File: config.mk
export PLATFORM = sky130hd
export DESIGN_NAME = base10000_digits_to_decimal128
export DESIGN_NICKNAME = d
export VERILOG_FILES = /design/src/hw/rtl/b10k_pkg.sv /design/src/hw/rtl/b10k_alu.sv /design/src/hw/rtl/base10000_digits_to_decimal128.sv
export SDC_FILE = /design/constraint.sdc
export NUM_CORES = 2
export LEC_CHECK = 0
export BUFFER_PORTS_ARGS = -buffer_cell sky130_fd_sc_hd__buf_2
export CELL_PAD_IN_SITES_DETAIL_PLACEMENT = 0
export CELL_PAD_IN_SITES_GLOBAL_PLACEMENT = 2
export CORE_ASPECT_RATIO = 0.7
export CORE_UTILIZATION = 37
export CTS_CLUSTER_SIZE = 40
export DETAILED_ROUTE_END_ITERATION = 10
export PLACE_DENSITY = 0.77
export SYNTH_ARGS = -nofsm -noshare
export SYNTH_HDL_FRONTEND = slang
export SYNTH_SLANG_ARGS = --single-unit
File: constraint.sdc
create_clock -name clk -period 12.3 [get_ports clk]
set_input_delay 0.615 -clock clk [delete_from_list [all_inputs] [get_ports clk]]
set_output_delay 0.615 -clock clk [all_outputs]
set_load 0.005 [all_outputs]
File: src/hw/rtl/b10k_pkg.sv
package b10k_pkg;

	// Input item kinds (s_tuser)
	localparam logic [1:0] FUNC_DIGIT   = 2'd0;
	localparam logic [1:0] FUNC_NULL    = 2'd1;
	localparam logic [1:0] FUNC_NODIGIT = 2'd2;
	localparam logic [1:0] FUNC_CORRUPT = 2'd3;

	// Result status codes (m_tuser)
	localparam logic [1:0] STAT_OK      = 2'd0;
	localparam logic [1:0] STAT_NULL    = 2'd1;
	localparam logic [1:0] STAT_RANGE   = 2'd2;
	localparam logic [1:0] STAT_CORRUPT = 2'd3;

	localparam int DIGIT_W  = 14;
	localparam int WEIGHT_W = 16;
	localparam int SCALE_W  = 16;
	localparam int VALUE_W  = 128;
	localparam int CNT_W    = 16;
	// Working scale: 4 * (count - weight - 1) before stripping fits 21 signed bits
	localparam int WSCALE_W = 21;

	localparam logic [CNT_W-1:0] CNT_MAX = '1;

	// Byte-wise divide by ten: q = (t * RECIP_10) >> 16 is exact for t < 2560
	localparam logic [12:0] RECIP_10 = 13'd6554;

	// Multiply-by-ten steps per base-10000 digit
	localparam logic [1:0] LAST_MUL_STEP = 2'd3;

	typedef enum logic [2:0] {
		ST_IDLE,
		ST_MUL,
		ST_CHECK,
		ST_DIV,
		ST_FIN,
		ST_EMIT
	} state_t;

	typedef enum logic {
		OP_MUL10,
		OP_DIV10
	} alu_op_t;

	typedef struct packed {
		alu_op_t op;
		logic    add_digit;
	} alu_ctrl_t;

endpackage

File: src/hw/rtl/b10k_alu.sv
// Shared arithmetic unit: one multiply-by-ten step with overflow detect,
// or one byte of a long division by ten.
module b10k_alu #(
	parameter int MAG_W = 127,
	parameter int DW    = 128
) (
	input  b10k_pkg::alu_ctrl_t           ctrl,
	input  logic [MAG_W-1:0]              mag,
	input  logic [b10k_pkg::DIGIT_W-1:0]  digit,
	input  logic [DW-1:0]                 work,
	input  logic [3:0]                    rem,
	output logic [DW-1:0]                 res,
	output logic                          flag,
	output logic [3:0]                    rem_nxt
);
	import b10k_pkg::*;

	logic [MAG_W+3:0] mul_wide;
	logic [MAG_W+3:0] addend;
	logic [11:0]      div_t;
	logic [24:0]      div_prod;
	logic [7:0]       div_q;
	logic [11:0]      div_back;
	logic [DW-1:0]    div_work;

	// mag * 10 + addend, checked against the magnitude width
	assign addend   = ctrl.add_digit ? (MAG_W+4)'(digit) : '0;
	assign mul_wide = ({4'b0, mag} << 3) + ({4'b0, mag} << 1) + addend;

	// Divide the top byte with the running remainder
	assign div_t    = {rem, work[DW-1 -: 8]};
	assign div_prod = 25'(div_t) * 25'(RECIP_10);
	assign div_q    = div_prod[23:16];
	assign div_back = div_t - 12'(div_q) * 12'd10;
	assign div_work = {work[DW-9:0], div_q};

	// Select the result for the active operation
	always_comb begin
		case (ctrl.op)
			OP_MUL10: begin
				res     = DW'(mul_wide[MAG_W-1:0]);
				flag    = |mul_wide[MAG_W+3:MAG_W];
				rem_nxt = '0;
			end
			OP_DIV10: begin
				res     = div_work;
				flag    = 1'b0;
				rem_nxt = div_back[3:0];
			end
			default: begin
				res     = '0;
				flag    = 1'b0;
				rem_nxt = '0;
			end
		endcase
	end

endmodule

File: src/hw/rtl/base10000_digits_to_decimal128.sv
// Converts the base-10000 digits of a database numeric, most significant
// first, into a signed 128-bit value and a signed 16-bit decimal scale.
// Input kind is s_tuser (digit, null, no digits, corrupted header); the last
// digit is marked by s_tlast and carries sign and header weight. One result
// comes out per last digit and per non-digit item, with status on m_tuser.
// Sequence: a non-digit item goes from idle to the emit state and on to the
// output register. A digit is accepted and then makes four multiply-by-ten
// passes through the shared unit. After a last digit, a check state sends a
// zero or out-of-range value straight to emit; a nonzero value is divided by
// ten byte-serially in the same unit, one pass of ceil((ACC_BITS-1)/8) bytes
// per stripped trailing zero plus a final pass, then a finish state. Digits
// arriving after overflow are accepted without a multiply pass. s_tready is
// high only while the unit is idle; one finished result may wait in the
// output register while the next item is processed.
module base10000_digits_to_decimal128 #(
	parameter int ACC_BITS = 128
) (
	input  logic         clk,
	input  logic         arst_n,
	input  logic         s_tvalid,
	output logic         s_tready,
	input  logic [31:0]  s_tdata,   // digit[13:0], negative[14], header_weight[30:15], zero[31]
	input  logic [1:0]   s_tuser,   // func[1:0]
	input  logic         s_tlast,
	output logic         m_tvalid,
	input  logic         m_tready,
	output logic [143:0] m_tdata,   // value_high[63:0], value_low[127:64], scale[143:128]
	output logic [1:0]   m_tuser    // status[1:0]
);
	import b10k_pkg::*;

	localparam int MAG_W  = ACC_BITS - 1;
	localparam int NCHUNK = (MAG_W + 7) / 8;
	localparam int DW     = NCHUNK * 8;
	localparam int CHW    = $clog2(NCHUNK);
	localparam logic [CHW-1:0] LAST_CHUNK = CHW'(NCHUNK - 1);

	state_t state_q, state_nxt;

	logic [MAG_W-1:0]         mag_q;
	logic [CNT_W-1:0]         cnt_q;
	logic                     ovf_q;
	logic [1:0]               step_q;
	logic [CHW-1:0]           chunk_q;
	logic [DW-1:0]            work_q;
	logic [3:0]               rem_q;
	logic signed [WSCALE_W-1:0] scale_q;

	logic [DIGIT_W-1:0]       digit_q;
	logic                     last_q;
	logic                     neg_q;
	logic signed [WEIGHT_W-1:0] weight_q;

	logic [1:0]               res_status_q;
	logic [VALUE_W-1:0]       res_val_q;
	logic [SCALE_W-1:0]       res_scale_q;

	logic                     m_tvalid_q;
	logic [143:0]             m_tdata_q;
	logic [1:0]               m_tuser_q;

	alu_ctrl_t                alu_ctrl;
	logic [DW-1:0]            alu_res;
	logic                     alu_flag;
	logic [3:0]               alu_rem;

	logic                     in_acc;
	logic                     emit_go;
	logic                     cnt_full;
	logic                     scale_bad;
	logic [VALUE_W-1:0]       mag_ext;
	logic signed [WSCALE_W-1:0] scale_init;

	assign in_acc   = s_tvalid && s_tready;
	assign cnt_full = (cnt_q == CNT_MAX);
	assign mag_ext  = VALUE_W'(mag_q);
	assign scale_bad = (scale_q < -WSCALE_W'(32768)) || (scale_q > WSCALE_W'(32767));
	assign scale_init = (WSCALE_W'(signed'({1'b0, cnt_q})) - WSCALE_W'(weight_q)
		- WSCALE_W'(1)) <<< 2;

	b10k_alu #(
		.MAG_W(MAG_W),
		.DW   (DW)
	) u_alu (
		.ctrl   (alu_ctrl),
		.mag    (mag_q),
		.digit  (digit_q),
		.work   (work_q),
		.rem    (rem_q),
		.res    (alu_res),
		.flag   (alu_flag),
		.rem_nxt(alu_rem)
	);

	// Next state
	always_comb begin
		state_nxt = state_q;
		case (state_q)
			ST_IDLE: begin
				if (in_acc) begin
					if (s_tuser != FUNC_DIGIT)
						state_nxt = ST_EMIT;
					else if (ovf_q || cnt_full)
						state_nxt = s_tlast ? ST_CHECK : ST_IDLE;
					else
						state_nxt = ST_MUL;
				end
			end
			ST_MUL: begin
				if (step_q == LAST_MUL_STEP)
					state_nxt = last_q ? ST_CHECK : ST_IDLE;
			end
			ST_CHECK: begin
				if (ovf_q || mag_q == '0)
					state_nxt = ST_EMIT;
				else
					state_nxt = ST_DIV;
			end
			ST_DIV: begin
				if (chunk_q == LAST_CHUNK && alu_rem != 4'd0)
					state_nxt = ST_FIN;
			end
			ST_FIN:  state_nxt = ST_EMIT;
			ST_EMIT: begin
				if (emit_go)
					state_nxt = ST_IDLE;
			end
			default: state_nxt = ST_IDLE;
		endcase
	end

	// Outputs of the sequencer
	always_comb begin
		s_tready           = (state_q == ST_IDLE);
		alu_ctrl.op        = (state_q == ST_DIV) ? OP_DIV10 : OP_MUL10;
		alu_ctrl.add_digit = (step_q == LAST_MUL_STEP);
		emit_go            = (state_q == ST_EMIT) && (!m_tvalid_q || m_tready);
	end

	// Control and accumulator state
	always_ff @(posedge clk or negedge arst_n) begin
		if (!arst_n) begin
			state_q    <= ST_IDLE;
			mag_q      <= '0;
			cnt_q      <= '0;
			ovf_q      <= 1'b0;
			step_q     <= '0;
			chunk_q    <= '0;
			m_tvalid_q <= 1'b0;
		end else begin
			state_q <= state_nxt;
			case (state_q)
				ST_IDLE: begin
					step_q <= '0;
					if (in_acc) begin
						if (s_tuser != FUNC_DIGIT) begin
							mag_q <= '0;
							cnt_q <= '0;
							ovf_q <= 1'b0;
						end else if (!ovf_q && cnt_full) begin
							ovf_q <= 1'b1;
						end
					end
				end
				ST_MUL: begin
					mag_q  <= alu_res[MAG_W-1:0];
					ovf_q  <= ovf_q | alu_flag;
					step_q <= step_q + 2'd1;
					if (step_q == LAST_MUL_STEP && !(ovf_q || alu_flag))
						cnt_q <= cnt_q + CNT_W'(1);
				end
				ST_CHECK: chunk_q <= '0;
				ST_DIV: begin
					if (chunk_q == LAST_CHUNK) begin
						chunk_q <= '0;
						if (alu_rem == 4'd0)
							mag_q <= alu_res[MAG_W-1:0];
					end else begin
						chunk_q <= chunk_q + CHW'(1);
					end
				end
				ST_EMIT: begin
					if (emit_go) begin
						mag_q <= '0;
						cnt_q <= '0;
						ovf_q <= 1'b0;
					end
				end
				default: ;
			endcase
			// Output register handshake
			if (emit_go)
				m_tvalid_q <= 1'b1;
			else if (m_tready)
				m_tvalid_q <= 1'b0;
		end
	end

	// Payload registers
	always_ff @(posedge clk) begin
		case (state_q)
			ST_IDLE: begin
				if (in_acc) begin
					digit_q     <= s_tdata[13:0];
					neg_q       <= s_tdata[14];
					weight_q    <= s_tdata[30:15];
					last_q      <= s_tlast;
					res_val_q   <= '0;
					res_scale_q <= '0;
					case (s_tuser)
						FUNC_NULL:    res_status_q <= STAT_NULL;
						FUNC_CORRUPT: res_status_q <= STAT_CORRUPT;
						default:      res_status_q <= STAT_OK;
					endcase
				end
			end
			ST_CHECK: begin
				res_status_q <= ovf_q ? STAT_RANGE : STAT_OK;
				res_val_q    <= '0;
				res_scale_q  <= '0;
				scale_q      <= scale_init;
				work_q       <= DW'(mag_q);
				rem_q        <= '0;
			end
			ST_DIV: begin
				work_q <= alu_res;
				if (chunk_q == LAST_CHUNK) begin
					rem_q <= '0;
					if (alu_rem == 4'd0)
						scale_q <= scale_q - WSCALE_W'(1);
				end else begin
					rem_q <= alu_rem;
				end
			end
			ST_FIN: begin
				// Apply the sign, or report a scale outside 16 bits
				if (scale_bad) begin
					res_status_q <= STAT_RANGE;
					res_val_q    <= '0;
					res_scale_q  <= '0;
				end else begin
					res_status_q <= STAT_OK;
					res_val_q    <= neg_q ? (VALUE_W'(0) - mag_ext) : mag_ext;
					res_scale_q  <= scale_q[SCALE_W-1:0];
				end
			end
			ST_EMIT: begin
				if (emit_go) begin
					m_tdata_q <= {res_scale_q, res_val_q[63:0], res_val_q[127:64]};
					m_tuser_q <= res_status_q;
				end
			end
			default: ;
		endcase
	end

	assign m_tvalid = m_tvalid_q;
	assign m_tdata  = m_tdata_q;
	assign m_tuser  = m_tuser_q;

endmodule

======== Yosys cells after proc, flatten, opt, wreduce, memory -nomap -nowiden ========
Cells that the tools add are included.
operators by class
  reduce and logical (&&, ||, !) cells .... 33
  equality and inequality tests ........... 19
  add/sub/neg operators ................... 10
  multipliers ............................. 2
  div/mod/pow operators ................... 0
  bitwise logic cells ..................... 2
  muxes and demuxes ....................... 54
  magnitude comparators ................... 2
  shifts and indexed selects .............. 0
operator list
  kind                                                                                number
  127-bit 2-to-1 mux                                                                  5
  128-bit one-hot mux with 2 select lines                                             2
  127-bit one-hot mux with 4 select lines                                             1
  128-bit 2-to-1 mux                                                                  3
  128-bit one-hot mux with 3 select lines                                             1
  130-bit by 128-bit adder with 131-bit output                                        1
  131-bit adder                                                                       1
  1-bit by 127-bit subtractor with 128-bit output (first input constant)              1
  127-bit logical NOT                                                                 1
  16-bit 2-to-1 mux                                                                   6
  16-bit one-hot mux with 3 select lines                                              2
  21-bit 2-to-1 mux                                                                   2
  21-bit one-hot mux with 2 select lines                                              1
  4-bit one-hot mux with 2 select lines                                               3
  12-bit by 12-bit multiplier with 23-bit output (second input constant)              1
  21-bit by 16-bit greater-than comparator with 1-bit output (second input constant)  1
  21-bit by 16-bit less-than comparator with 1-bit output (second input constant)     1
  21-bit by 2-bit subtractor with 21-bit output (second input constant)               1
  18-bit by 2-bit subtractor with 19-bit output (second input constant)               1
  3-bit 2-to-1 mux                                                                    6
  3-bit one-hot mux with 6 select lines                                               1
  17-bit by 16-bit subtractor with 18-bit output                                      1
  16-bit by 1-bit adder with 16-bit output (second input constant)                    1
  16-bit == test (second input constant)                                              1
  other kinds (37)                                                                    77
word-level totals
  bits in latches ......................... 0
  input port bits ......................... 39
  memories kept ........................... 0
  RAM bits ................................ 0
  output and inout port bits .............. 148
  bits in read-only memories .............. 0
  register bits ........................... 631
  word-level logic and storage cells ...... 141

======== Depth between registers and ports, before layout ========
  depth after elaboration ................. 10
  gate-level depth with buffers ........... 27
  gate-level depth less buffers ........... 26

======== Modules after synthesis ========
From an unflattened synthesis, not the netlist that was laid out.
unflattened totals
  cell total of the unflattened synthesis .. 4518
  area total of the unflattened synthesis .. 41755.0 sq um
modules (own cells, without submodules)
  module                          area an instance (sq um)  instances  cells each  sequential area each (sq um)
  base10000_digits_to_decimal128  27744.1                   1          2514        18177.4
  b10k_alu                        14010.9                   1          2004        0.0

======== Worst setup path before layout ========
Ideal clock, no wire load.
  path kind ............................... register to register
  start point ............................. reg state_q[0]
  end point ............................... reg res_scale_q[0], enable pin
  library setup time ...................... 0.867 ns
  path buffers ............................ 2
  required time ........................... 11.433 ns
  slack ................................... -0.046 ns
  clock period less this slack ............ 12.346 ns
  arrival time ............................ 11.479 ns
  stages on the path, launching flop included .. 4
  cell sequence ........................... dfrtp_1 -> clkbuf_1 -> buf_1 -> a211oi_1
on the way
  longest elaborated chain between the ends .. 4
  elaborated cells between the ends (all ways) .. 7
  those cells by class .................... eq/ne: 3; reduce/logical: 4
ends and longest elaborated chain
  item                                                line                                                                          RTL
  start, declared                                     base10000_digits_to_decimal128.sv:38                                          state_t state_q, state_nxt;
  start signal, assigned                              base10000_digits_to_decimal128.sv:151                                         state_q <= state_nxt;
  3-bit logical NOT                                   base10000_digits_to_decimal128.sv:134, base10000_digits_to_decimal128.sv:201
  1-bit logical AND                                   base10000_digits_to_decimal128.sv:74                                          assign in_acc = s_tvalid && s_tready;
  2-bit by 1-bit != test with 1-bit output (no line)  n/a
  2-bit AND reduction (no line) (*)                   n/a
  end signal, assigned                                base10000_digits_to_decimal128.sv:244                                         res_scale_q <= scale_q[SCALE_W-1:0];
  end, declared                                       base10000_digits_to_decimal128.sv:56                                          logic [SCALE_W-1:0] res_scale_q;
Every way passes the cells marked *; elsewhere a longest branch is shown, timed or not.
A chain may end at the register's enable or synchronous reset.

======== Final worst setup path ========
  start point ............................. reg work_q[122]
  end point ............................... reg mag_q[52]
on the way
  longest elaborated chain between the ends .. 7
ends and longest elaborated chain
  item                                                    line                                   RTL
  start, declared                                         base10000_digits_to_decimal128.sv:45   logic [DW-1:0] work_q;
  start signal, assigned                                  base10000_digits_to_decimal128.sv:222  work_q <= DW'(mag_q);
  start signal, assigned                                  base10000_digits_to_decimal128.sv:226  work_q <= alu_res;
  12-bit by 12-bit multiplier with 23-bit output          b10k_alu.sv:32                         assign div_prod = 25'(div_t) * 25'(RECIP_10);
  8-bit by 3-bit multiplier with 3-bit output             b10k_alu.sv:34                         assign div_back = div_t - 12'(div_q) * 12'd10;
  4-bit subtractor (*)                                    b10k_alu.sv:34
  4-bit one-hot mux with 2 select lines (*)               b10k_alu.sv:39                         case (ctrl.op)
  4-bit logical NOT (*)                                   base10000_digits_to_decimal128.sv:176  if (alu_rem == 4'd0)
  2-bit by 1-bit != test with 1-bit output (no line) (*)  n/a
  6-bit AND reduction (no line) (*)                       n/a
  end signal, assigned                                    base10000_digits_to_decimal128.sv:166  mag_q <= alu_res[MAG_W-1:0];
  end signal, assigned                                    base10000_digits_to_decimal128.sv:177  mag_q <= alu_res[MAG_W-1:0];
  end, declared                                           base10000_digits_to_decimal128.sv:40   logic [MAG_W-1:0] mag_q;
Marks and branches as above.

==> flow_metrics.env <==
export IMPL_first_iter_violations=2560
export IMPL_crit_path_end_kind="flip-flop"
export IMPL_r2r_end="mag_q[52]"
export IMPL_rows=101
export IMPL_antenna_found_initial=4
export IMPL_fp_dieH_um=279
export IMPL_cts_tree="yes"
export IMPL_postCtsSetupBuffers=0
export IMPL_worst_hold_slack_ps=47.8
export IMPL_post_cts_resized=0
export IMPL_maxCapViolations=0
export IMPL_synth_cell_area_sq_um=40600
export IMPL_synth_warnings=0
export IMPL_critical_path_class="flip-flop to flip-flop"
export IMPL_yosys_top_cells_count="nand2_1, edfxtp_1, ha_1, nor2_1, a21oi_1"
export IMPL_first_pass_iters=6
export IMPL_cts_hold_fix_buffers=0
export IMPL_ys_seq_elements=631
export IMPL_cts_made_buffers=68
export IMPL_drc=0
export IMPL_track_usage_pct=23.0
export IMPL_crit_path_start_kind="flip-flop"
export IMPL_fin_worst_skew_ps=26.9
export IMPL_rsz0062_at_grt="no"
export IMPL_grt_pass1_vias=29900
export IMPL_areaGrowthSynthToFinish_pct=11.2
export IMPL_timing_slew_headroom_pct=33.1
export IMPL_cts_sinks=631
export IMPL_min_path_type="primary input to async pin"
export IMPL_ant_nets=0
export IMPL_setup_viol=0
export IMPL_critPathMaxFanout=28
export IMPL_yosysUniqueCellTypes=94
export IMPL_fin_nets=4652
export IMPL_reg2reg_slack_ps=3730
export IMPL_synth_edff_count=477
export IMPL_ir_worst_vdd_v=0.000305
export IMPL_drive_gt1_share_pct=9.17
export IMPL_tns_ps=0
export IMPL_power_leakage_nw=19.2
export IMPL_diodes=0
export IMPL_routabilityCongestion=0.933
export IMPL_clkSlewWorstSetupHoldPaths_ps=70
export IMPL_min_period_ps=8570
export IMPL_clock_latency_ps=660
export IMPL_dp_hpwl_um=96200
export IMPL_initial_core_util_pct=37.4
export IMPL_p_per_area_nw_per_um2=298
export IMPL_seq_area_frac_synth_pct=44.7
export IMPL_viasPerCell=5.53
export IMPL_synth_cells=4129
export IMPL_cp_data_arrival_time_ps=9150
export IMPL_via_count=31600
export IMPL_hold_viol_final=0
export IMPL_root_buffer="clkbuf_16"
export IMPL_yosys_top_cells_area="edfxtp_1, ha_1, dfrtp_1, nand2_1, xor2_1"
export IMPL_grt_pass1_wl_um=194000
export IMPL_total_power_mw=13.4
export IMPL_drv_slew=0
export IMPL_avgSynthCellArea_sq_um=9.84
export IMPL_synth_top_area_share_pct=35.3
export IMPL_synth_flop_cell="edfxtp_1"
export IMPL_overflow=0
export IMPL_critPathRequiredTime_ps=12870
export IMPL_die_x_um=398
export IMPL_wl_per_cell_um=22.4
export IMPL_synth_top_area_cell="edfxtp_1"
export IMPL_htree_levels=3
export IMPL_outcome="completed"
export IMPL_post_route_period_util_pct=69.7
export IMPL_fmax_mhz=117
export IMPL_die_area_sq_um=111000
export IMPL_syn_num_nets=4569
export IMPL_ff2ff_path_depth=26
export IMPL_wl_um=128000
export IMPL_max_slew_worst_pin_slew_ps=978
export IMPL_synth_most_common_cell="nand2_1"
export IMPL_synth_async_sr_flop_share_pct=24.4
export IMPL_design_core_area_sq_um=109000
export IMPL_clockBufferDepth=3
export IMPL_rr_startpoint="work_q[122]"
export IMPL_pin_count=187
export IMPL_grt_max_degree=91
export IMPL_place_port_buffers=185
-- cell type report --
cell class | count | area (sq um)
clock inverter | 37 | 433
inverter | 183 | 692
multi-input combinational | 3109 | 21100
tap | 1442 | 1800
fill | 10700 | 63500
sequential | 631 | 18200
clock buffer | 86 | 1850
timing repair buffer | 219 | 1190
-- placed cells by master (no fill, tap or decap), types with 32 or more instances in the layout --
cell / count
o21ai_0: 252
xnor2_1: 112
nor3_1: 58
ha_1: 350
o31ai_1: 67
buf_4: 34
a21oi_1: 257
xor2_1: 171
inv_1: 182
or3_1: 50
nand3_1: 44
clkbuf_16: 70
o21bai_1: 42
a21o_1: 85
edfxtp_1: 477
buf_2: 184
fa_1: 51
nand2_1: 640
dfrtp_1: 153
nand4_1: 84
and2_1: 32
nor2_1: 329
a22o_1: 54
-- metrics by stage --
step | cell area, sq um | utilization [%] | instances | setup WS (ps)
2_1_floorplan | 40600 | - | 4129 | 4510
3_3_place_gp | 42900 | 39.5 | 5584 | 3800
3_5_place_dp | 42900 | 39.5 | 5584 | 3770
4_1_cts | 45200 | 41.6 | 5707 | 3700
5_1_grt | 45200 | 41.6 | 5707 | 3260
6_report | 45200 | 41.6 | 5707 | 3730
-- where the power goes --
part           total (mW)  internal, mW  switching (mW)
registers            3.78          3.14           0.633
logic                7.52          2.67            4.85
clock network        2.15          1.23           0.918
total                13.4          7.04            6.40
-- critical path, stage by stage (launching register included) --
cell       delay (ps)
edfxtp_1          570
ha_1              400
inv_1              70
fa_1              530
inv_1              50
fa_1              540
fa_1              560
inv_1              60
fa_1              530
inv_1              40
ha_1              220
a2111oi_0         570
nand2_1           110
a31o_2            270
a21oi_1           310
xnor2_1           200
ha_1              180
inv_1              50
fa_1              370
xnor2_1           180
xnor3_1           260
xnor2_1           370
a31oi_4           350
nor2_4            650
buf_4             390
buf_4             400
a22o_1            190
-- worst max-delay path by stage --
stage,startpoint,end,cells past startpoint
4_1_cts,work_q[122],mag_q[54],26
6_report,work_q[122],mag_q[52],26
5_1_grt,work_q[122],mag_q[58],26
2_1_floorplan,state_q[0],m_tdata[0],4
3_3_place_gp,work_q[122],mag_q[39],26
3_5_place_dp,work_q[122],mag_q[54],26
-- kinds of logic after synthesis --
kind of cell / count (synthesis) / synth area share (%)
flops: 631 / 44.7
compound gates: 1000 / 16.0
buf+inv: 389 / 3.65
fa+ha+maj: 401 / 13.3
simple gates: 1410 / 15.8
mux: 14 / 0.351
xor+xnor: 284 / 6.16
-- sequential cells by signal, indices dropped and copies added, names as in the netlist --
name and flops:
chunk_q 4, cnt_q 16, digit_q 14, last_q 1, m_tdata 144, m_tuser 2, m_tvalid 1, mag_q 127
neg_q 1, ovf_q 1, rem_q 4, res_scale_q 16, res_status_q 2, res_val_q 128, scale_q 21, state_q 3
step_q 2, weight_q 16, work_q 128
-- layer usage --
metal | track usage [%] | part of all wire [%] | routed length, um | vias to the layer above
met4 | 3.97 | 1.4 | 1740 | 2
met3 | 4.32 | 7.0 | 8920 | 112
met2 | 29.4 | 37 | 47700 | 918
met5 | 0 | 0.0062 | 8 | -
li1 | - | - | - | 15100
met1 | 38.9 | 54 | 69700 | 15400
No activity file was read; power rests on OpenSTA's default activity.
